File: config.mk
export PLATFORM = sky130hd
export DESIGN_NAME = double_to_single_exact_narrow_unit
export DESIGN_NICKNAME = d
export VERILOG_FILES = /design/src/dtsen_pkg.sv /design/src/dtsen_decode.sv /design/src/dtsen_assemble.sv /design/src/double_to_single_exact_narrow_unit.sv
export VERILOG_INCLUDE_DIRS = /design/src /design/src/src
export SDC_FILE = /design/constraint.sdc
export NUM_CORES = 1
export LEC_CHECK = 0
export BUFFER_PORTS_ARGS = -buffer_cell sky130_fd_sc_hd__buf_2
export CAP_MARGIN = 30
export CORE_MARGIN = 5
export CORE_UTILIZATION = 50
export CTS_BUF_LIST = sky130_fd_sc_hd__clkbuf_16
export DETAILED_ROUTE_END_ITERATION = 6
export PLACE_DENSITY_LB_ADDON = 0.05
export SETUP_SLACK_MARGIN = 0.15
export SYNTH_ARGS = -nofsm -noshare
export SYNTH_HDL_FRONTEND = slang
export SYNTH_SLANG_ARGS = --single-unit
File: constraint.sdc
create_clock -name clk -period 3.5 [get_ports clk]
set_input_delay 0 -clock clk [delete_from_list [all_inputs] [get_ports clk]]
set_output_delay 0 -clock clk [all_outputs]
set_load 0.02 [all_outputs]
File: src/double_to_single_exact_narrow_unit_defines.svh
// assertion macros for the double to single exact narrowing unit
// used by the top level only; expects clk and rst_n in the including scope
`ifndef DOUBLE_TO_SINGLE_EXACT_NARROW_UNIT_DEFINES_SVH
`define DOUBLE_TO_SINGLE_EXACT_NARROW_UNIT_DEFINES_SVH

// same-cycle implication, ignored while in reset
`define DTSEN_ASSERT_NOW(label, ante, cons, msg) \
    label: assert property (@(posedge clk) disable iff (!rst_n) (ante) |-> (cons)) \
        else $error(msg);

// next-cycle implication, ignored while in reset
`define DTSEN_ASSERT_NEXT(label, ante, cons, msg) \
    label: assert property (@(posedge clk) disable iff (!rst_n) (ante) |=> (cons)) \
        else $error(msg);

`endif

File: src/dtsen_pkg.sv
// shared types and constants for the double to single exact narrowing unit
// no dependencies
package dtsen_pkg;

    localparam int DOUBLE_W = 64;
    localparam int SINGLE_W = 32;
    localparam int MANT_W   = 52;
    localparam int EXP_W    = 11;
    localparam int SHIFT_W  = 6;
    localparam int SEXP_W   = 8;
    localparam int LOST_W   = 29;

    localparam logic [EXP_W-1:0] EXP_ZERO     = 11'd0;
    localparam logic [EXP_W-1:0] SUB_LO_EXP   = 11'd874;
    localparam logic [EXP_W-1:0] NORM_LO_EXP  = 11'd898;
    localparam logic [EXP_W-1:0] SUB_SHIFT_AT = 11'd926;
    localparam logic [EXP_W-1:0] NORM_HI_EXP  = 11'd1150;
    localparam logic [EXP_W-1:0] BIAS_DIFF    = 11'd896;
    localparam logic [EXP_W-1:0] EXP_TOP      = 11'd2047;

    localparam logic [MANT_W-1:0]   DQNAN_MANT = 52'h8_0000_0000_0000;
    localparam logic [SINGLE_W-1:0] SINF_BITS  = 32'h7f80_0000;
    localparam logic [SINGLE_W-1:0] SQNAN_BITS = 32'h7fc0_0000;

    typedef enum logic [2:0] {
        CLS_FAIL,
        CLS_ZERO,
        CLS_SUB,
        CLS_NORM,
        CLS_INF,
        CLS_QNAN
    } cls_t;

    typedef struct packed {
        cls_t               cls;
        logic               sign;
        logic [MANT_W-1:0]  man;
        logic [SHIFT_W-1:0] sub_shift;
        logic [SEXP_W-1:0]  norm_exp;
    } decode_t;

endpackage

File: src/dtsen_decode.sv
// first stage logic: splits a binary64 pattern and classifies it by exponent
// depends on dtsen_pkg
module dtsen_decode (
    input  logic [dtsen_pkg::DOUBLE_W-1:0] double_bits,
    output dtsen_pkg::decode_t             dec
);

    logic [dtsen_pkg::EXP_W-1:0]  ex;
    logic [dtsen_pkg::MANT_W-1:0] man;
    logic                         sign;
    logic                         man_zero;
    logic                         low_zero;
    logic [dtsen_pkg::EXP_W-1:0]  shift_full;
    logic [dtsen_pkg::EXP_W-1:0]  exp_full;

    assign sign       = double_bits[dtsen_pkg::DOUBLE_W-1];
    assign ex         = double_bits[dtsen_pkg::DOUBLE_W-2 -: dtsen_pkg::EXP_W];
    assign man        = double_bits[dtsen_pkg::MANT_W-1:0];
    assign man_zero   = (man == '0);
    assign low_zero   = (man[dtsen_pkg::LOST_W-1:0] == '0);
    assign shift_full = dtsen_pkg::SUB_SHIFT_AT - ex;
    assign exp_full   = ex - dtsen_pkg::BIAS_DIFF;

    always_comb
    begin
        dec.sign      = sign;
        dec.man       = man;
        dec.sub_shift = shift_full[dtsen_pkg::SHIFT_W-1:0];
        dec.norm_exp  = exp_full[dtsen_pkg::SEXP_W-1:0];
        dec.cls       = dtsen_pkg::CLS_FAIL;
        if (ex == dtsen_pkg::EXP_ZERO)
        begin
            if (man_zero)
                dec.cls = dtsen_pkg::CLS_ZERO;
        end
        else if (ex >= dtsen_pkg::SUB_LO_EXP && ex < dtsen_pkg::NORM_LO_EXP)
        begin
            // lost bits depend on the shift, checked in the next stage
            dec.cls = dtsen_pkg::CLS_SUB;
        end
        else if (ex >= dtsen_pkg::NORM_LO_EXP && ex <= dtsen_pkg::NORM_HI_EXP)
        begin
            if (low_zero)
                dec.cls = dtsen_pkg::CLS_NORM;
        end
        else if (ex == dtsen_pkg::EXP_TOP)
        begin
            if (man_zero)
                dec.cls = dtsen_pkg::CLS_INF;
            else if (man == dtsen_pkg::DQNAN_MANT && !sign)
                dec.cls = dtsen_pkg::CLS_QNAN;
        end
    end

endmodule

File: src/dtsen_assemble.sv
// second stage logic: subnormal shift, lost bit check and result packing
// depends on dtsen_pkg
module dtsen_assemble (
    input  dtsen_pkg::decode_t               dec,
    output logic [dtsen_pkg::SINGLE_W-1:0]   single_bits,
    output logic                             fits
);

    localparam int SIG_W = dtsen_pkg::MANT_W + 1;

    logic [SIG_W-1:0] sig;
    logic [SIG_W-1:0] shifted;
    logic [SIG_W-1:0] lost_mask;
    logic             lost;

    assign sig       = {1'b1, dec.man};
    assign shifted   = sig >> dec.sub_shift;
    assign lost_mask = (SIG_W'(1) << dec.sub_shift) - SIG_W'(1);
    assign lost      = |(dec.man & lost_mask[dtsen_pkg::MANT_W-1:0]);

    always_comb
    begin
        single_bits = '0;
        fits        = 1'b0;
        case (dec.cls)
            dtsen_pkg::CLS_ZERO:
            begin
                single_bits = {dec.sign, {(dtsen_pkg::SINGLE_W-1){1'b0}}};
                fits        = 1'b1;
            end
            dtsen_pkg::CLS_SUB:
            begin
                // exponent 897 carries the hidden one into the exponent field
                if (!lost)
                begin
                    single_bits = {dec.sign, shifted[dtsen_pkg::SINGLE_W-2:0]};
                    fits        = 1'b1;
                end
            end
            dtsen_pkg::CLS_NORM:
            begin
                single_bits = {dec.sign, dec.norm_exp,
                               dec.man[dtsen_pkg::MANT_W-1:dtsen_pkg::LOST_W]};
                fits        = 1'b1;
            end
            dtsen_pkg::CLS_INF:
            begin
                single_bits = {dec.sign, dtsen_pkg::SINF_BITS[dtsen_pkg::SINGLE_W-2:0]};
                fits        = 1'b1;
            end
            dtsen_pkg::CLS_QNAN:
            begin
                single_bits = dtsen_pkg::SQNAN_BITS;
                fits        = 1'b1;
            end
            default:
            begin
                single_bits = '0;
                fits        = 1'b0;
            end
        endcase
    end

endmodule

File: src/double_to_single_exact_narrow_unit.sv
// top level of the double to single exact narrowing unit: three stage stream pipeline
// depends on dtsen_pkg, dtsen_decode, dtsen_assemble and the assertion macro header
`include "double_to_single_exact_narrow_unit_defines.svh"

// This unit takes one raw binary64 pattern per transfer and returns the binary32 pattern of
// the same value together with a fits flag, which is set only when the narrowing is exact:
// signed zero, exact single subnormals, exact normals, signed infinity and the positive
// canonical quiet nan (returned as 0x7fc00000). Every other input gives fits low and a zero
// data word. Each item passes three register stages (input capture, decode, packed result),
// and its result is held in the packed result stage until the output side takes it; one
// transfer per cycle is sustained while the output side stays ready. Each stage
// has its own valid bit and advances when it is empty or the stage after it moves, so
// bubbles close up under backpressure and a stall neither drops nor repeats an item. There
// is no configuration and no state beyond the pipeline itself.
module double_to_single_exact_narrow_unit (
    input  logic                          clk,
    input  logic                          rst_n,

    input  logic                          s_axis_tvalid,
    output logic                          s_axis_tready,
    input  logic [dtsen_pkg::DOUBLE_W-1:0] s_axis_tdata,  // [63:0] double_bits

    output logic                          m_axis_tvalid,
    input  logic                          m_axis_tready,
    output logic [dtsen_pkg::SINGLE_W-1:0] m_axis_tdata,  // [31:0] single_bits
    output logic                          m_axis_tuser   // [0] fits
);

    // stage valid bits
    logic v1_reg, v1_next;
    logic v2_reg, v2_next;
    logic v3_reg, v3_next;

    // stage payloads
    logic [dtsen_pkg::DOUBLE_W-1:0] d1_reg;
    dtsen_pkg::decode_t             dec2_reg;
    logic [dtsen_pkg::SINGLE_W-1:0] res3_reg;
    logic                           fits3_reg;

    // per-stage advance
    logic ready1;
    logic ready2;
    logic ready3;

    dtsen_pkg::decode_t             dec1;
    logic [dtsen_pkg::SINGLE_W-1:0] res2;
    logic                           fits2;

    // a stage may load when it is empty or its item moves on this cycle
    assign ready3 = !v3_reg || m_axis_tready;
    assign ready2 = !v2_reg || ready3;
    assign ready1 = !v1_reg || ready2;

    assign s_axis_tready = ready1;
    assign m_axis_tvalid = v3_reg;
    assign m_axis_tdata  = res3_reg;
    assign m_axis_tuser  = fits3_reg;

    // exponent classification of the captured pattern
    dtsen_decode u_decode (
        .double_bits (d1_reg),
        .dec         (dec1)
    );

    // subnormal shift and packing of the single pattern
    dtsen_assemble u_assemble (
        .dec         (dec2_reg),
        .single_bits (res2),
        .fits        (fits2)
    );

    always_comb
    begin
        v1_next = v1_reg;
        v2_next = v2_reg;
        v3_next = v3_reg;
        if (ready1)
            v1_next = s_axis_tvalid;
        if (ready2)
            v2_next = v1_reg;
        if (ready3)
            v3_next = v2_reg;
    end

    always_ff @(posedge clk or negedge rst_n)
    begin
        if (!rst_n)
        begin
            v1_reg <= 1'b0;
            v2_reg <= 1'b0;
            v3_reg <= 1'b0;
        end
        else
        begin
            v1_reg <= v1_next;
            v2_reg <= v2_next;
            v3_reg <= v3_next;
        end
    end

    // payloads carry no reset, they load only alongside their valid bit
    always_ff @(posedge clk)
    begin
        if (ready1 && s_axis_tvalid)
            d1_reg <= s_axis_tdata;
        if (ready2 && v1_reg)
            dec2_reg <= dec1;
        if (ready3 && v2_reg)
        begin
            res3_reg  <= res2;
            fits3_reg <= fits2;
        end
    end

    // a rejected value always leaves a zero data word
    `DTSEN_ASSERT_NOW(a_nofit_zero, v3_reg && !fits3_reg, res3_reg == '0,
        "nonzero data with fits low")

    // an all-ones exponent only leaves as infinity or the canonical quiet nan
    `DTSEN_ASSERT_NOW(a_top_exp, v3_reg && fits3_reg && res3_reg[30:23] == 8'hff,
        res3_reg[22:0] == '0 || res3_reg == dtsen_pkg::SQNAN_BITS,
        "bad nan or infinity pattern")

    // an input transfer always lands in the first stage
    `DTSEN_ASSERT_NEXT(a_in_capture, s_axis_tvalid && s_axis_tready, v1_reg,
        "input transfer lost")

    // a decoded item moves into an empty output stage without delay
    `DTSEN_ASSERT_NEXT(a_mid_advance, v2_reg && !v3_reg, v3_reg,
        "middle stage item stuck")

endmodule

==> out/results.txt <==
Avg Cell Area, Syn -> 10.8 sq um
Clock buffer depth -> 2
Critical path data arrival time -> 3.54 ns
DR vias -> 9,536
Switch Pwr -> 2.25 mW
Async S/R FF share, synth -> 0.0178
CP endpoint kind -> flip-flop
GR Overflow Total -> 0
Wire per inst -> 27.0 microns
Critical Path RT -> 3.79 ns
FF+latch count, synth -> 169
GPL Wtd Cong -> 1.01
Combinational share of power -> 0.282
Cell Int Power -> 4.09 mW
Final number of hold-violating endpoints -> 0
Antenna-violating nets left -> 0
Largest stage delay, worst path -> 0.41 ns
Fmax -> 308 MHz
Worst ir drop on vdd -> 404 uV
Final WL -> 39.0 mm
Yosys Warn Count -> 0
Slew HR -> 0.505
Most used DFF post-synth -> edfxtp_1
Power density cells -> 492 mW/mm^2
Final setup fails -> 0
Clock Tree Root -> clkbuf_16
CTS H-Tree Depth -> 4
Util after Layout -> 0.619
Vias in the first global route -> 9,276
Max Cap Viol -> 0
Clock Sinks -> 169
Seq/Total Area, Yosys -> 0.483
Area Growth Syn to Fin -> 22.9%
Port Buf Inserts -> 102
Largest net degree at the start of global routing -> 75
CTS tree -> yes
DR pass1 iterations -> 6
Final Cycle Share -> 0.929
Clk_lat worst skew -> 0.44 ns
Final min period -> 3.25 ns
Worst Tran Pin Value -> 0.736 ns
NumNets Final -> 1,229
Worst path cell trace -> or3_4 > nor2_4 > nand2_2 > ha_4 > buf_4 > nor3b_1 > o21ai_0 > a21boi_0 > a2111o_1 > and4bb_4 > nand4b_4 > buf_6 > o21ai_2
First-pass GRT wire length -> 58.0 mm
GRT Overall Usage -> 0.325
Clock power frac -> 0.304
Cell Area, Synth -> 0.0105 sq mm
Yosys cell types -> 88
Sequential Power Share -> 0.415
Floorplan core area -> 0.0208 sq mm
Share of cells above drive strength 1 -> 0.254
DRC -> 0
Crit-path leading delay family -> simple AND/OR/NAND/NOR gates
CTS clk-pin slew, worst paths -> 0.08 ns
Switch share -> 0.355
Class of the most critical setup path -> reg2reg
Num ports -> 103
Slowest cell on the critical path -> or3_4
Run status -> completed
Die Ht -> 155 microns
Full die area -> 0.0240 sq mm
Initial antenna violation count -> 0
Leak -> 4.86 nW
Hold Path Class -> in2reg
Layout Skew -> 0.0155 ns
Cells after synthesis -> 970
Worst-path fanout max -> 12
# rows -> 53
Starting Density -> 0.504
N_diodes -> 0
Die width -> 155 microns
Starting DRT DRC Count -> 1,280
Final setup TNS -> 0 ns
Unrepaired setup endpoints after global routing -> false
Slew Limit Fails -> 0
CTS Buf Count -> 17
Post-synth EDFFs -> 166
Startpoint Class -> flip-flop
Commonest non-fill, non-tap cell in the layout -> edfxtp_1
WP buf/inv -> 2
Commonest non-fill, non-tap cells in the layout -> edfxtp_1 (166), buf_2 (103), nand2_1 (91)
Post-DR vias/cell -> 6.61
Largest register FFs -> 69
Final HPWL DP -> 27.7 mm
Post-Syn Nets -> 1,044
## per-stage QoR
step                cell area, sq um  hold WS (ns)  std cells  setup WS (ns)  total power [mW]
global route                   12900         0.251       1443         0.0580              6.56
finish                         12900         0.257       1443          0.249              6.33
floorplan                      10500        -0.296        970          0.157              3.68
global placement               11500        -0.201       1340         0.0954              4.32
CTS                            12800         0.243       1441          0.199              6.27
detailed placement             11500        -0.197       1340         0.0286              4.30
## worst paths after layout
kind | from | endpoint | slack, ns | depth (start not counted)
min reg2reg | d1_reg[2] | dec2_reg[16] | 0.45 | 0
max | dec2_reg[11] | m_axis_tdata[0] | 0.25 | 13
min | s_axis_tdata[35] | d1_reg[35] | 0.26 | 2
max in group asynchronous | rst_n | v1_reg | 2.88 | 3
max reg2reg | dec2_reg[11] | m_axis_tdata[0] | 0.25 | 13
min in group asynchronous | rst_n | v2_reg | 0.45 | 3
## kinds of logic after synthesis
group           count (synthesis)  synth area share
simple gates                  309             0.148
compound gates                297             0.208
flops                         169             0.483
buf+inv                        97            0.0502
mux                            85            0.0980
xor+xnor                        7           0.00585
fa+ha+maj                       6           0.00716
## cell usage after synthesis, types with 5 or more instances
master / count / area share
a22oi_1: 13 / 0.0093
a211o_1: 5 / 0.0042
or3_1: 11 / 0.0066
nor4_1: 19 / 0.011
o21a_1: 5 / 0.0036
buf_4: 12 / 0.0086
a221oi_1: 14 / 0.012
xor2_1: 5 / 0.0042
buf_1: 6 / 0.0021
clkbuf_1: 34 / 0.012
o41ai_1: 5 / 0.0042
buf_2: 16 / 0.0076
mux2i_1: 52 / 0.050
mux2_2: 21 / 0.023
nand2b_1: 17 / 0.010
ha_1: 6 / 0.0072
nand2_1: 93 / 0.033
o211ai_1: 9 / 0.0064
a21oi_1: 32 / 0.015
a22o_1: 14 / 0.012
o21ai_2: 19 / 0.016
nand3_1: 21 / 0.010
and3_1: 8 / 0.0048
a32oi_1: 5 / 0.0042
a21o_1: 11 / 0.0079
buf_6: 13 / 0.014
inv_1: 15 / 0.0054
edfxtp_1: 166 / 0.48
o31ai_1: 9 / 0.0064
nor3_1: 8 / 0.0038
nor2_1: 77 / 0.028
nor2b_1: 9 / 0.0054
nand4_1: 9 / 0.0054
mux4_2: 12 / 0.026
and2_1: 7 / 0.0042
o22ai_1: 29 / 0.017
a211oi_1: 24 / 0.017
o21ai_0: 43 / 0.021
## per-layer routing
layer | global-route usage | vias up | part of all wire
met3 | 0.0655 | 152 | 0.095
met5 | 0 | - | 0
met2 | 0.489 | 654 | 0.44
met4 | 0.186 | 0 | 0.067
li1 | - | 4185 | -
met1 | 0.438 | 4545 | 0.40
## final cells by class
class	instances	area (sq um)
well taps	275	344
inverters	16	60.1
clock inverters	15	179
flip-flops and latches	169	5060
repair buffers	247	1830
fillers	1717	7940
clock buffers	17	425
multi-input cells	704	4990
## what timing repair did
action / 4_1_cts / 5_1_grt
gates resized for setup: 6 / 16
hold buffers: 69 / 0
setup endpoints to repair: 26 / 31
pin swaps: 3 / 8
hold endpoints to repair: 70 / 0
setup buffers: 0 / 2
## power by group through the flow
stage / clock network [mW] / registers [mW] / logic [mW]
2_1_floorplan: 0 / 2.62 / 1.06
3_3_place_gp: 0 / 2.66 / 1.66
3_5_place_dp: 0 / 2.66 / 1.65
4_1_cts: 1.95 / 2.61 / 1.72
5_1_grt: 2.04 / 2.63 / 1.88
6_report: 1.92 / 2.63 / 1.78
Note: power is estimated with default switching activity, not from simulation.
